<file path="src/rtl/efb_pkg.sv">
// shared types, constants and crc function for the ethernet frame fcs builder
`timescale 1ns / 1ps
package efb_pkg;

  localparam int COUNT_WIDTH_DEF = 11;
  localparam int LEN_W           = 11;
  localparam int MAC_W           = 48;
  localparam int ETYPE_W         = 16;
  localparam int CFG_IDX_W       = 3;
  localparam int QDEPTH          = 4;
  localparam int HDR_BYTES       = 14;

  localparam logic [31:0] CRC_POLY = 32'hEDB88320;
  localparam logic [31:0] CRC_ONES = 32'hFFFFFFFF;

  localparam logic [MAC_W-1:0]   DST_MAC_RST     = 48'h000973077473;
  localparam logic [MAC_W-1:0]   SRC_MAC_RST     = 48'h0009730773F9;
  localparam logic [ETYPE_W-1:0] ETHER_TYPE_RST  = 16'h0800;
  localparam logic [LEN_W-1:0]   MIN_PAYLOAD_RST = 11'd46;
  localparam logic [LEN_W-1:0]   MAX_PAYLOAD_RST = 11'd1500;

  typedef enum logic [CFG_IDX_W-1:0] {
    REG_DST_MAC     = 3'd0,
    REG_SRC_MAC     = 3'd1,
    REG_ETHER_TYPE  = 3'd2,
    REG_MIN_PAYLOAD = 3'd3,
    REG_MAX_PAYLOAD = 3'd4
  } cfg_idx_t;

  typedef enum logic [1:0] {
    SRC_HDR = 2'd0,
    SRC_PAY = 2'd1,
    SRC_FCS = 2'd2
  } src_t;

  typedef struct packed {
    logic [MAC_W-1:0]   dst_mac;
    logic [MAC_W-1:0]   src_mac;
    logic [ETYPE_W-1:0] ether_type;
    logic [LEN_W-1:0]   min_payload;
    logic [LEN_W-1:0]   max_payload;
  } cfg_t;

  typedef struct packed {
    logic [7:0] data;
    logic       last;
    logic       first;
  } q_item_t;

  typedef struct packed {
    logic    valid;
    q_item_t item;
  } q_head_t;

  function automatic logic [31:0] crc_byte(input logic [31:0] crc, input logic [7:0] b);
    logic [31:0] c;
    c = crc ^ {24'h0, b};
    for (int k = 0; k < 8; k++) begin
      if (c[0]) begin
        c = (c >> 1) ^ CRC_POLY;
      end else begin
        c = c >> 1;
      end
    end
    return c;
  endfunction

endpackage

</file>
<file path="src/rtl/efb_if.sv">
// stream interfaces for payload input and frame output
`timescale 1ns / 1ps
interface efb_in_if;
  logic       valid;
  logic       ready;
  logic [7:0] data_byte;
  logic       last_byte;

  modport source (output valid, output data_byte, output last_byte, input ready);
  modport sink   (input valid, input data_byte, input last_byte, output ready);
endinterface

interface efb_out_if;
  logic       valid;
  logic       ready;
  logic [7:0] out_byte;
  logic [1:0] byte_source;
  logic       end_of_frame;
  logic       length_error;

  modport source (output valid, output out_byte, output byte_source, output end_of_frame,
                  output length_error, input ready);
  modport sink   (input valid, input out_byte, input byte_source, input end_of_frame,
                  input length_error, output ready);
endinterface

</file>
<file path="src/rtl/efb_front.sv">
// input side: accepts payload bytes, marks frame starts, queues them for the back end
`timescale 1ns / 1ps
module efb_front (
  input  logic           clk,
  input  logic           rst_n,
  efb_in_if.sink         in_ch,
  output efb_pkg::q_head_t head,
  input  logic           q_pop
);

  localparam int PtrW = $clog2(efb_pkg::QDEPTH);

  efb_pkg::q_item_t mem_r [efb_pkg::QDEPTH];
  logic [PtrW-1:0]  wr_ptr_r;
  logic [PtrW-1:0]  rd_ptr_r;
  logic [PtrW:0]    count_r;
  logic [PtrW:0]    count_nxt;
  logic             mid_r;
  logic             push;

  assign in_ch.ready = (count_r != (PtrW+1)'(efb_pkg::QDEPTH));
  assign push        = in_ch.valid && in_ch.ready;
  assign count_nxt   = count_r + (PtrW+1)'(push) - (PtrW+1)'(q_pop);

  assign head.valid  = (count_r != '0);
  assign head.item   = mem_r[rd_ptr_r];

  always_ff @(posedge clk) begin
    if (push) begin
      mem_r[wr_ptr_r] <= '{data: in_ch.data_byte, last: in_ch.last_byte, first: !mid_r};
    end
  end

  always_ff @(posedge clk) begin
    if (!rst_n) begin
      wr_ptr_r <= '0;
      rd_ptr_r <= '0;
      count_r  <= '0;
      mid_r    <= 1'b0;
    end else begin
      count_r <= count_nxt;
      if (push) begin
        wr_ptr_r <= wr_ptr_r + 1'b1;
        mid_r    <= !in_ch.last_byte;
      end
      if (q_pop) begin
        rd_ptr_r <= rd_ptr_r + 1'b1;
      end
    end
  end

endmodule

</file>
<file path="src/rtl/efb_back.sv">
// output side: header, payload and fcs sequencer with running crc and output register
`timescale 1ns / 1ps
module efb_back #(
  parameter int COUNT_WIDTH = efb_pkg::COUNT_WIDTH_DEF
) (
  input  logic             clk,
  input  logic             rst_n,
  input  efb_pkg::cfg_t    cfg,
  input  efb_pkg::q_head_t head,
  output logic             q_pop,
  efb_out_if.source        out_ch
);

  localparam int CmpW = (COUNT_WIDTH > efb_pkg::LEN_W) ? COUNT_WIDTH : efb_pkg::LEN_W;
  localparam logic [3:0] HdrLast = 4'(efb_pkg::HDR_BYTES - 1);

  typedef enum logic [3:0] {
    ST_WAIT = 4'b0001,
    ST_HDR  = 4'b0010,
    ST_DATA = 4'b0100,
    ST_FCS  = 4'b1000
  } state_t;

  state_t                 state_r, state_nxt;
  logic [3:0]             hdr_idx_r, hdr_idx_nxt;
  logic [1:0]             fcs_idx_r, fcs_idx_nxt;
  logic [31:0]            crc_r, crc_nxt;
  logic [COUNT_WIDTH-1:0] cnt_r, cnt_nxt;

  logic       out_valid_r;
  logic [7:0] out_byte_r;
  logic [1:0] byte_source_r;
  logic       end_of_frame_r;
  logic       length_error_r;

  logic                                 adv;
  logic                                 emit;
  logic                                 pay_emit;
  logic                                 crc_upd;
  logic [7:0]                           byte_v;
  efb_pkg::src_t                        src_v;
  logic                                 eof_v;
  logic                                 err_v;
  logic [8*efb_pkg::HDR_BYTES-1:0]      hdr_vec;
  logic [7:0]                           hdr_byte;
  logic [31:0]                          fcs;
  logic [7:0]                           fcs_byte;
  logic                                 len_bad;

  assign adv      = !out_valid_r || out_ch.ready;
  assign hdr_vec  = {cfg.dst_mac, cfg.src_mac, cfg.ether_type};
  assign fcs      = ~crc_r;
  assign fcs_byte = fcs[8*fcs_idx_r +: 8];
  assign len_bad  = (CmpW'(cnt_r) < CmpW'(cfg.min_payload)) ||
                    (CmpW'(cnt_r) > CmpW'(cfg.max_payload));

  always_comb begin
    hdr_byte = '0;
    for (int k = 0; k < efb_pkg::HDR_BYTES; k++) begin
      if (hdr_idx_r == 4'(k)) begin
        hdr_byte = hdr_vec[8*(efb_pkg::HDR_BYTES-1-k) +: 8];
      end
    end
  end

  always_comb begin
    state_nxt   = state_r;
    hdr_idx_nxt = hdr_idx_r;
    fcs_idx_nxt = fcs_idx_r;
    cnt_nxt     = cnt_r;
    crc_nxt     = crc_r;
    q_pop       = 1'b0;
    emit        = 1'b0;
    pay_emit    = 1'b0;
    crc_upd     = 1'b0;
    byte_v      = hdr_byte;
    src_v       = efb_pkg::SRC_HDR;
    eof_v       = 1'b0;
    err_v       = 1'b0;

    case (state_r)
      ST_WAIT: begin
        if (adv && head.valid) begin
          if (head.item.first) begin
            emit        = 1'b1;
            crc_upd     = 1'b1;
            hdr_idx_nxt = hdr_idx_r + 1'b1;
            state_nxt   = ST_HDR;
          end else begin
            pay_emit = 1'b1;
          end
        end
      end
      ST_HDR: begin
        if (adv) begin
          emit    = 1'b1;
          crc_upd = 1'b1;
          if (hdr_idx_r == HdrLast) begin
            hdr_idx_nxt = '0;
            state_nxt   = ST_DATA;
          end else begin
            hdr_idx_nxt = hdr_idx_r + 1'b1;
          end
        end
      end
      ST_DATA: begin
        if (adv && head.valid) begin
          pay_emit = 1'b1;
        end
      end
      ST_FCS: begin
        if (adv) begin
          emit   = 1'b1;
          byte_v = fcs_byte;
          src_v  = efb_pkg::SRC_FCS;
          if (fcs_idx_r == 2'd3) begin
            eof_v       = 1'b1;
            err_v       = len_bad;
            crc_nxt     = efb_pkg::CRC_ONES;
            cnt_nxt     = '0;
            fcs_idx_nxt = '0;
            state_nxt   = ST_WAIT;
          end else begin
            fcs_idx_nxt = fcs_idx_r + 1'b1;
          end
        end
      end
      default: begin
        state_nxt = ST_WAIT;
      end
    endcase

    if (pay_emit) begin
      emit        = 1'b1;
      crc_upd     = 1'b1;
      q_pop       = 1'b1;
      byte_v      = head.item.data;
      src_v       = efb_pkg::SRC_PAY;
      fcs_idx_nxt = '0;
      if (cnt_r != '1) begin
        cnt_nxt = cnt_r + 1'b1;
      end
      state_nxt = head.item.last ? ST_FCS : ST_WAIT;
    end

    if (crc_upd) begin
      crc_nxt = efb_pkg::crc_byte(crc_r, byte_v);
    end
  end

  always_ff @(posedge clk) begin
    if (!rst_n) begin
      state_r     <= ST_WAIT;
      hdr_idx_r   <= '0;
      fcs_idx_r   <= '0;
      crc_r       <= efb_pkg::CRC_ONES;
      cnt_r       <= '0;
      out_valid_r <= 1'b0;
    end else begin
      state_r   <= state_nxt;
      hdr_idx_r <= hdr_idx_nxt;
      fcs_idx_r <= fcs_idx_nxt;
      crc_r     <= crc_nxt;
      cnt_r     <= cnt_nxt;
      if (emit) begin
        out_valid_r <= 1'b1;
      end else if (out_ch.ready) begin
        out_valid_r <= 1'b0;
      end
    end
  end

  always_ff @(posedge clk) begin
    if (emit) begin
      out_byte_r     <= byte_v;
      byte_source_r  <= src_v;
      end_of_frame_r <= eof_v;
      length_error_r <= err_v;
    end
  end

  assign out_ch.valid        = out_valid_r;
  assign out_ch.out_byte     = out_byte_r;
  assign out_ch.byte_source  = byte_source_r;
  assign out_ch.end_of_frame = end_of_frame_r;
  assign out_ch.length_error = length_error_r;

endmodule

</file>
<file path="src/rtl/ethernet_frame_fcs_builder.sv">
// top level: configuration registers, input queue front end and frame sequencer
// path: a payload byte passes through the input queue and the output register, and the
//   first byte of a frame waits behind the header
// throughput: one output byte per cycle from the single output register while the receiver
//   is ready; a frame of n payload bytes gives 14 header, n payload and 4 fcs bytes, input
//   takes one byte per cycle while the 4-entry queue has room
// reset: synchronous, active low; clears queue, sequencer and crc, loads register defaults
`timescale 1ns / 1ps
module ethernet_frame_fcs_builder #(
  parameter int COUNT_WIDTH = efb_pkg::COUNT_WIDTH_DEF
) (
  input  logic                           clk,
  input  logic                           rst_n,
  efb_in_if.sink                         in_ch,
  efb_out_if.source                      out_ch,
  input  logic                           cfg_we,
  input  logic [efb_pkg::CFG_IDX_W-1:0]  cfg_index,
  input  logic [efb_pkg::MAC_W-1:0]      cfg_data
);

  efb_pkg::cfg_t    cfg_r;
  efb_pkg::q_head_t head;
  logic             q_pop;

  always_ff @(posedge clk) begin
    if (!rst_n) begin
      cfg_r.dst_mac     <= efb_pkg::DST_MAC_RST;
      cfg_r.src_mac     <= efb_pkg::SRC_MAC_RST;
      cfg_r.ether_type  <= efb_pkg::ETHER_TYPE_RST;
      cfg_r.min_payload <= efb_pkg::MIN_PAYLOAD_RST;
      cfg_r.max_payload <= efb_pkg::MAX_PAYLOAD_RST;
    end else if (cfg_we) begin
      case (cfg_index)
        efb_pkg::REG_DST_MAC:     cfg_r.dst_mac     <= cfg_data;
        efb_pkg::REG_SRC_MAC:     cfg_r.src_mac     <= cfg_data;
        efb_pkg::REG_ETHER_TYPE:  cfg_r.ether_type  <= cfg_data[efb_pkg::ETYPE_W-1:0];
        efb_pkg::REG_MIN_PAYLOAD: cfg_r.min_payload <= cfg_data[efb_pkg::LEN_W-1:0];
        efb_pkg::REG_MAX_PAYLOAD: cfg_r.max_payload <= cfg_data[efb_pkg::LEN_W-1:0];
        default: begin
        end
      endcase
    end
  end

  efb_front u_front (
    .clk   (clk),
    .rst_n (rst_n),
    .in_ch (in_ch),
    .head  (head),
    .q_pop (q_pop)
  );

  efb_back #(
    .COUNT_WIDTH (COUNT_WIDTH)
  ) u_back (
    .clk    (clk),
    .rst_n  (rst_n),
    .cfg    (cfg_r),
    .head   (head),
    .q_pop  (q_pop),
    .out_ch (out_ch)
  );

  a_pop_needs_item: assert property (@(posedge clk) disable iff (!rst_n)
    q_pop |-> head.valid)
    else $error("queue pop while empty");

  a_eof_is_fcs: assert property (@(posedge clk) disable iff (!rst_n)
    (out_ch.valid && out_ch.end_of_frame) |-> (out_ch.byte_source == efb_pkg::SRC_FCS))
    else $error("end of frame on a non-fcs byte");

  a_err_at_eof: assert property (@(posedge clk) disable iff (!rst_n)
    (out_ch.valid && out_ch.length_error) |-> out_ch.end_of_frame)
    else $error("length error away from end of frame");

  a_pop_is_payload: assert property (@(posedge clk) disable iff (!rst_n)
    q_pop |=> (out_ch.valid && out_ch.byte_source == efb_pkg::SRC_PAY))
    else $error("popped item not shown as payload byte");

endmodule

</file>
<file path="src/flat_wrapper.sv">
// flat-port wrapper written by rule: the top's interface ports become plain ports
module ethernet_frame_fcs_builder_flat 
#(
  parameter int COUNT_WIDTH = efb_pkg::COUNT_WIDTH_DEF
)
  (clk, rst_n, cfg_we, cfg_index, cfg_data, in_ch_valid, in_ch_data_byte, in_ch_last_byte, in_ch_ready, out_ch_valid, out_ch_out_byte, out_ch_byte_source, out_ch_end_of_frame, out_ch_length_error, out_ch_ready);
  efb_in_if in_ch_i ();
  efb_out_if out_ch_i ();
  input  logic clk;
  input  logic rst_n;
  input  logic cfg_we;
  input  logic [efb_pkg::CFG_IDX_W-1:0] cfg_index;
  input  logic [efb_pkg::MAC_W-1:0] cfg_data;
  input wire logic [$bits(in_ch_i.valid)-1:0] in_ch_valid;
  input wire logic [$bits(in_ch_i.data_byte)-1:0] in_ch_data_byte;
  input wire logic [$bits(in_ch_i.last_byte)-1:0] in_ch_last_byte;
  output wire logic [$bits(in_ch_i.ready)-1:0] in_ch_ready;
  output wire logic [$bits(out_ch_i.valid)-1:0] out_ch_valid;
  output wire logic [$bits(out_ch_i.out_byte)-1:0] out_ch_out_byte;
  output wire logic [$bits(out_ch_i.byte_source)-1:0] out_ch_byte_source;
  output wire logic [$bits(out_ch_i.end_of_frame)-1:0] out_ch_end_of_frame;
  output wire logic [$bits(out_ch_i.length_error)-1:0] out_ch_length_error;
  input wire logic [$bits(out_ch_i.ready)-1:0] out_ch_ready;
  assign in_ch_i.valid = in_ch_valid;
  assign in_ch_i.data_byte = in_ch_data_byte;
  assign in_ch_i.last_byte = in_ch_last_byte;
  assign in_ch_ready = in_ch_i.ready;
  assign out_ch_valid = out_ch_i.valid;
  assign out_ch_out_byte = out_ch_i.out_byte;
  assign out_ch_byte_source = out_ch_i.byte_source;
  assign out_ch_end_of_frame = out_ch_i.end_of_frame;
  assign out_ch_length_error = out_ch_i.length_error;
  assign out_ch_i.ready = out_ch_ready;
  ethernet_frame_fcs_builder #(.COUNT_WIDTH(COUNT_WIDTH)) u_core (.clk(clk), .rst_n(rst_n), .in_ch(in_ch_i), .out_ch(out_ch_i), .cfg_we(cfg_we), .cfg_index(cfg_index), .cfg_data(cfg_data));
endmodule
</file>
<file path="config.mk">
export PLATFORM = sky130hd
export DESIGN_NAME = ethernet_frame_fcs_builder_flat
export DESIGN_NICKNAME = d
export VERILOG_FILES = /design/src/rtl/efb_pkg.sv /design/src/rtl/efb_if.sv /design/src/rtl/efb_front.sv /design/src/rtl/efb_back.sv /design/src/rtl/ethernet_frame_fcs_builder.sv /design/src/flat_wrapper.sv
export SDC_FILE = /design/constraint.sdc
export NUM_CORES = 1
export LEC_CHECK = 0
export ABC_CLOCK_PERIOD_IN_PS = 4300
export BUFFER_PORTS_ARGS = -buffer_cell sky130_fd_sc_hd__buf_2
export CAP_MARGIN = 0
export CORE_ASPECT_RATIO = 1.4
export CORE_MARGIN = 5
export CORE_UTILIZATION = 60
export CTS_CLUSTER_DIAMETER = 200
export CTS_CLUSTER_SIZE = 30
export DETAILED_ROUTE_END_ITERATION = 10
export GPL_ROUTABILITY_DRIVEN = 0
export GPL_TIMING_DRIVEN = 0
export PLACE_DENSITY_LB_ADDON = 0.08
export SLEW_MARGIN = 20
export SYNTH_ARGS = -nofsm -noshare
export SYNTH_HDL_FRONTEND = slang
export SYNTH_SLANG_ARGS = --single-unit
</file>
<file path="constraint.sdc">
create_clock -name clk -period 4.3 [get_ports clk]
set_input_delay 0.645 -clock clk [delete_from_list [all_inputs] [get_ports clk]]
set_output_delay 0.645 -clock clk [all_outputs]
set_load 0.01 [all_outputs]
</file>
==> results.md, run 1 <==
- Outcome: complete, no violations
- CTS hold repair buffers: 0
- M2 GR Usage: 0.5281
- Pins Over Slew Limit: 0
- Die W: roughly 130 um
- Gr ovfl total: 0
- CTS H-Tree Depth: 1
- Cells after synthesis: ~1400
- Vias: between 10000 and 15000
- Endpoints failing setup: 0
- Post-synthesis async set-or-reset flop share: 0
- Top Usage Layer GRT: met2
- Core area: 20400 um^2
- Mean Syn Cell Area: approximately 8.8 um^2
- #FFs+latches synth: 250
- Wire length of the first global-routing pass: about 57000 um
- WL/cell: between 20 and 25 um
- Final WL: 36920 um
- Clock slew at reported path FFs: around 0.12 ns
- Residual DRC: 0
- Mapped Nets: roughly 1500
- FMAX: approximately 240 MHz
- Net Sw Power: between 3 and 4 mW
- Worst-skew pair later-pin latency: 0.50 ns
- Clk sink count: 250
- Post-synth EDFFs: 52
- Gr usage total: 0.3009
- Die Span Y: 179.8 um
- Final Cell Area: between 10000 and 15000 um^2
- Ys Warns: 0
- Hold Vio Cnt, Final: 0
- TritonRoute pass-1 iters: 7
- Cell area after technology mapping: 12350 um^2
- PwrDens: 710.2 nW/um^2
- TritonCTS clock tree: built
- Largest net degree at the start of global routing: 32
- N_diodes: 0
- Root Driver: clkbuf_16
- I/O pins: between 70 and 80
- Vias in the first global route: approximately 10000
- Worst setup SP type: register
- CP Class: reg2reg
- Commonest non-fill, non-tap cell in the layout: nand2_1
- CTS Buffer Depth: 3
- TritonCTS Buffers: 12
- Top_reg_cell synth: dfxtp_1
- Relative max-transition margin: 0.4024
- Initial antenna violation count: 0
- Slew at the pin closest to its max-slew limit: 0.8910 ns
- Post-route insts no fill: between 1500 and 2000
- DRT iter0 DRCs: between 900 and 1000
- Layout cell share with drive strength beyond 1: 0.1071
- RSZ-0062 raised after global routing: no
- Area of the die: around 24000 um^2
- Part of the power in registers: 0.307
- Critical path arrival: 4.64 ns
- Fin crit share: 0.9796
- Required @ worst endpoint: 4.73 ns
- Pleak: between 5 and 6 nW
- Routed Antenna Nets: 0
- Met3 Usage GRT: 0.03719
- IO Port Bufs: between 70 and 80
- GR Util met1: 0.3364
- Detailed Place HPWL: 27900 um
- Internal: around 5.7 mW
- Worst Path Max Fanout: 10
- Synth cell types: slightly below 80
- Min Tclk post-route: 4.212 ns
- Routed vias/inst: around 6.1
- Final Net Count: 1597
- Clock share of power: 0.142
- Initial core utilization: 0.6053
- Fill count: approximately 1800
- Cell row count: 62
- Sequential area share after synthesis: 0.4474
- Area grow syn2layout: 9.210%
- MaxCap Viol Count: 0
- Placed Area: 13060 um^2
- Type of the most critical hold path: in2reg
- Combinational power share: 0.551
- Most frequent cells in the layout: 305 x nand2_1, 198 x dfxtp_1, 144 x a21oi_1, 98 x buf_2, 90 x nor2_1
- Sw Ratio: 0.4080
- Placed cells: 1737
- VDD IR-drop max: 0.5899 mV
- Worst clock skew: about 0.032 ns
- Critical path capture point type: register
-- registers in the layout (all words and copies together), names as in the netlist, named ones only --
register and flops:
u_core.cfg_r 134, u_core.u_back.cnt_r 11, u_core.u_back.crc_r 32, u_core.u_back.fcs_idx_r 2, u_core.u_back.hdr_idx_r 4, u_core.u_back.out_ch.byte_source 2
u_core.u_back.out_ch.end_of_frame 1, u_core.u_back.out_ch.length_error 1, u_core.u_back.out_ch.out_byte 8, u_core.u_back.out_ch.valid 1, u_core.u_back.state_r 4, u_core.u_front.count_r 3
u_core.u_front.mem_r 40, u_core.u_front.mid_r 1, u_core.u_front.rd_ptr_r 2, u_core.u_front.wr_ptr_r 2
-- cells by family (layout without fill, tap and decap cells) --
group	after synthesis	in the layout	synth area share
compound gates	316	316	0.1606
xor+xnor	72	72	0.06707
fa+ha+maj	34	34	0.03506
buf+inv	138	238	0.04620
flops	250	250	0.4474
mux	26	26	0.04215
simple gates	567	567	0.2015
-- worst max-delay path, stage by stage (launching register included) --
cell and delay (ns):
dfxtp_1 0.49, inv_1 0.10, ha_1 0.20, buf_2 0.17, clkbuf_2 0.21, nor2_1 0.41
nor2_1 0.20, nor3_1 0.41, a2111oi_1 0.13, o31a_1 0.34, buf_2 0.18, xnor3_2 0.46
xor2_1 0.34, xnor3_1 0.37, a21oi_1 0.14
-- path summary, 6_finish.rpt --
check,start,slack [ns],cells past startpoint,endpoint
setup / recovery,u_core.u_back.hdr_idx_r[0],0.09,14,u_core.u_back.crc_r[18]
setup reg to reg,u_core.u_back.hdr_idx_r[0],0.09,14,u_core.u_back.crc_r[18]
hold / removal,in_ch_data_byte[3],0.36,1,u_core.u_front.mem_r[0][5]
hold reg to reg,u_core.cfg_r[22],0.46,2,u_core.cfg_r[22]
-- layer usage --
layer / up-vias / routed length [um]
met5: - / 0
met4: 0 / 3087
met3: 153 / 2348
met2: 489 / 18290
met1: 5007 / 13190
li1: 5038 / -
-- per-stage QoR --
stage / util / worst slack [ns] / hold WS, ns / setup TNS [ns] / power [mW]
after floorplan: - / 1.056 / 0.4312 / 0 / 6.866
after global placement: 0.6401 / -0.1346 / 0.4415 / -0.1679 / 7.943
after detailed placement: 0.6401 / -0.1225 / 0.4440 / -0.1737 / 8.024
after CTS: 0.6582 / 0.02464 / 0.3509 / 0 / 9.378
after global routing: 0.6610 / 0.03202 / 0.3466 / 0 / 10.10
final: 0.6610 / 0.08760 / 0.3633 / 0 / 9.578
-- cells in the mapped netlist, types with 10 or more instances --
cell type	number	area [um^2]
edfxtp_1	52	1562
a21oi_1	145	725.7
clkbuf_1	63	236.5
inv_1	42	157.7
nor2b_1	18	112.6
a21o_1	11	82.58
and3_1	14	87.58
o211ai_1	22	165.2
ha_1	33	412.9
buf_2	20	100.1
nand2b_1	21	131.4
xor2_1	18	157.7
dfxtp_1	198	3964
nor3_1	24	120.1
a211oi_1	14	105.1
nor2_1	90	337.8
nand2_1	305	1145
o21ai_0	44	220.2
nand3_1	55	275.3
a31oi_1	13	81.33
o21a_1	10	75.07
xnor2_1	38	332.8
o31ai_1	10	75.07
-- final cells by class --
type                       instances  area, um^2  share of cell area
inverter                          46       180.2             0.01336
buffer                            92       392.9             0.02913
multi-input combinational       1015        6279              0.4655
tap                              256       320.3             0.02375
clock buffer                      18       344.1             0.02551
sequential                       250        5525              0.4097
clock inverter                     1       20.02            0.001484
timing repair buffer              81       425.4             0.03154
-- power by group through the flow --
stage	Combinational, mW	Sequential (mW)	Clock (mW)
floorplan	3.91	2.96	0
global placement	4.97	2.98	0
detailed placement	5.04	2.99	0
CTS	5.07	2.94	1.37
global route	5.67	2.97	1.46
finish	5.27	2.94	1.36
-- repair_timing --
item,CTS,global route
pin swaps,0,1
buffers inserted,0,3
gates resized for setup,1,9
setup endpoints to repair,3,13
Note: power is estimated with default switching activity, not from simulation.
==> run 2, diff against run 1 <==
--- a/config.mk
+++ b/config.mk
@@ -8,14 +8,13 @@
 export ABC_CLOCK_PERIOD_IN_PS = 4300
 export BUFFER_PORTS_ARGS = -buffer_cell sky130_fd_sc_hd__buf_2
 export CAP_MARGIN = 0
-export CORE_ASPECT_RATIO = 1.4
+export CORE_ASPECT_RATIO = 0.8
 export CORE_MARGIN = 5
 export CORE_UTILIZATION = 60
 export CTS_CLUSTER_DIAMETER = 200
 export CTS_CLUSTER_SIZE = 30
 export DETAILED_ROUTE_END_ITERATION = 10
-export GPL_ROUTABILITY_DRIVEN = 0
-export GPL_TIMING_DRIVEN = 0
+export GPL_TIMING_DRIVEN = 1
 export PLACE_DENSITY_LB_ADDON = 0.08
 export SLEW_MARGIN = 20
 export SYNTH_ARGS = -nofsm -noshare
==> run 2 against run 1 <==
Sequential share of layout area is 0.50 points higher. Wire length is 7.8% lower. Cell count is 2.7% lower. Sequential power hardly changed. Design area is 1.2% lower. Non-clock buffer count is 60 lower.
==> results.md, run 2 (synthesis results as in run 1) <==
- Outcome: complete, no violations
- Root Driver: clkbuf_16
- Detailed Place HPWL: 24170 um
- Vias: just over 10000
- Fin crit share: 0.9320
- RD Place Congestion: around 0.93
- Clk sink count: 250
- Area grow syn2layout: 7.883%
- Vias in the first global route: a little under 10000
- VDD IR-drop max: between 0.6 and 0.7 mV
- Worst clock skew: around 0.030 ns
- Worst Path Max Fanout: 26
- Combinational power share: 0.546
- Part of the power in registers: 0.311
- Residual DRC: 0
- Min Hold Slack: 0.3599 ns
- Most frequent cells in the layout: 305 x nand2_1, 198 x dfxtp_1, 145 x a21oi_1, 89 x nor2_1, 78 x buf_2
- Setup TNS Final: 0 ns
- Gr usage total: 0.2817
- Fill count: around 1700
- Largest net degree at the start of global routing: 65
- Util after Layout: 0.6510
- N_diodes: 0
- DRT iter0 DRCs: approximately 1200
- Net Sw Power: 3.806 mW
- Routed Antenna Nets: 0
- Endpoints failing setup: 0
- Internal: 5.652 mW
- Worst-skew pair later-pin latency: about 0.50 ns
- CTS H-Tree Depth: 1
- Type of the most critical hold path: in2reg
- PwrDens: roughly 710 nW/um^2
- TritonRoute pass-1 iters: 7
- Biggest regs: u_core.cfg_r x134, u_core.u_front.mem_r x40, u_core.u_back.crc_r x32
- Area of the die: about 24000 um^2
- Cell row count: 47
- Required @ worst endpoint: between 4 and 5 ns
- Initial core utilization: 0.6034
- Wire length of the first global-routing pass: about 54000 um
- Pleak: around 5.2 nW
- Initial antenna violation count: 0
- MaxCap Viol Count: 0
- Critical path arrival: 4.37 ns
- FMAX: approximately 250 MHz
- Final Cell Area: 13320 um^2
- Critical path capture point type: register
- Post-CTS Resized: 0
- CTS Buffer Depth: 3
- Relative max-transition margin: 0.3220
- Gr ovfl total: 0
- Pins Over Slew Limit: 0
- Final Net Count: between 1500 and 2000
- IO Port Bufs: 78
- Core area: approximately 20000 um^2
- Hold Vio Cnt, Final: 0
- Slew at the pin closest to its max-slew limit: between 1 and 1.5 ns
- Final WL: between 30000 and 40000 um
- Sw Ratio: 0.4024
- Post-CTS Setup Bufs: 0
- CTS hold repair buffers: 0
- Flip-flop count of the largest register after layout: 134
- Clock slew at reported path FFs: about 0.12 ns
- Commonest non-fill, non-tap cell in the layout: nand2_1
- Die W: 170.4 um
- Min Tclk post-route: between 4 and 5 ns
- Die Span Y: approximately 140 um
- I/O pins: 79
- WL/cell: 19.89 um
- CP Class: reg2reg
- Layout cell share with drive strength beyond 1: 0.1158
- Routed vias/inst: 6.019
- Clock share of power: 0.143
- TritonCTS Buffers: 12
- Reg with most FFs: u_core.cfg_r
- Placed Area: approximately 13000 um^2
- RSZ-0062 raised after global routing: no
- TritonCTS clock tree: built
- Worst setup SP type: register
[run 2: worst paths after layout]
kind,startpoint,slack [ns],to,cells past startpoint
worst max-delay path,u_core.u_back.hdr_idx_r[0],0.29,u_core.u_back.crc_r[19],12
worst max register to register,u_core.u_back.hdr_idx_r[0],0.29,u_core.u_back.crc_r[19],12
worst min register to register,u_core.cfg_r[112],0.46,u_core.cfg_r[112],2
worst min-delay path,in_ch_data_byte[3],0.36,u_core.u_front.mem_r[1][5],1
[run 2: routing by layer]
layer,share of wire,global-route usage,wire (um)
met1,0.48,0.4620,16370
met2,0.42,0.4016,14440
met3,0.078,0.03624,2664
met4,0.016,0.04790,555
met5,0,0,0
[run 2: final cells by class]
type	instances	area [um^2]	area share
repair buffers	113	653.1	0.04902
multi-input cells	1015	6266	0.4703
flip-flops and latches	250	5525	0.4147
clock buffers	17	340.3	0.02554
inverters	46	181.4	0.01362
clock inverters	1	20.02	0.001503
well taps	269	336.6	0.02526
[run 2: worst max-delay path, cell delays in order, from the launching register on]
cell	delay, ns
dfxtp_1	0.45
ha_1	0.46
buf_4	0.35
nor2_1	0.08
a221oi_1	0.26
o21ai_0	0.18
a21oi_1	0.27
o21ai_0	0.20
a21oi_1	0.46
xor3_2	0.56
xnor2_2	0.31
xor2_1	0.21
a21oi_1	0.08
[run 2: metrics by stage]
step	std cells	total power, mW	setup slack [ns]
3_3_place_gp	1693	7.977	0.5186
2_1_floorplan	1403	6.866	1.056
3_5_place_dp	1693	8.090	0.2772
5_1_grt	1711	10.01	0.1279
6_report	1711	9.459	0.2922
4_1_cts	1711	9.417	0.4155
[run 2: power by group through the flow]
stage / Combinational, mW / Clock (mW) / Sequential, mW
after floorplan: 3.91 / 0 / 2.96
after detailed placement: 5.10 / 0 / 2.99
after CTS: 5.12 / 1.36 / 2.94
after global routing: 5.58 / 1.46 / 2.97
final: 5.16 / 1.35 / 2.95
after global placement: 4.99 / 0 / 2.99
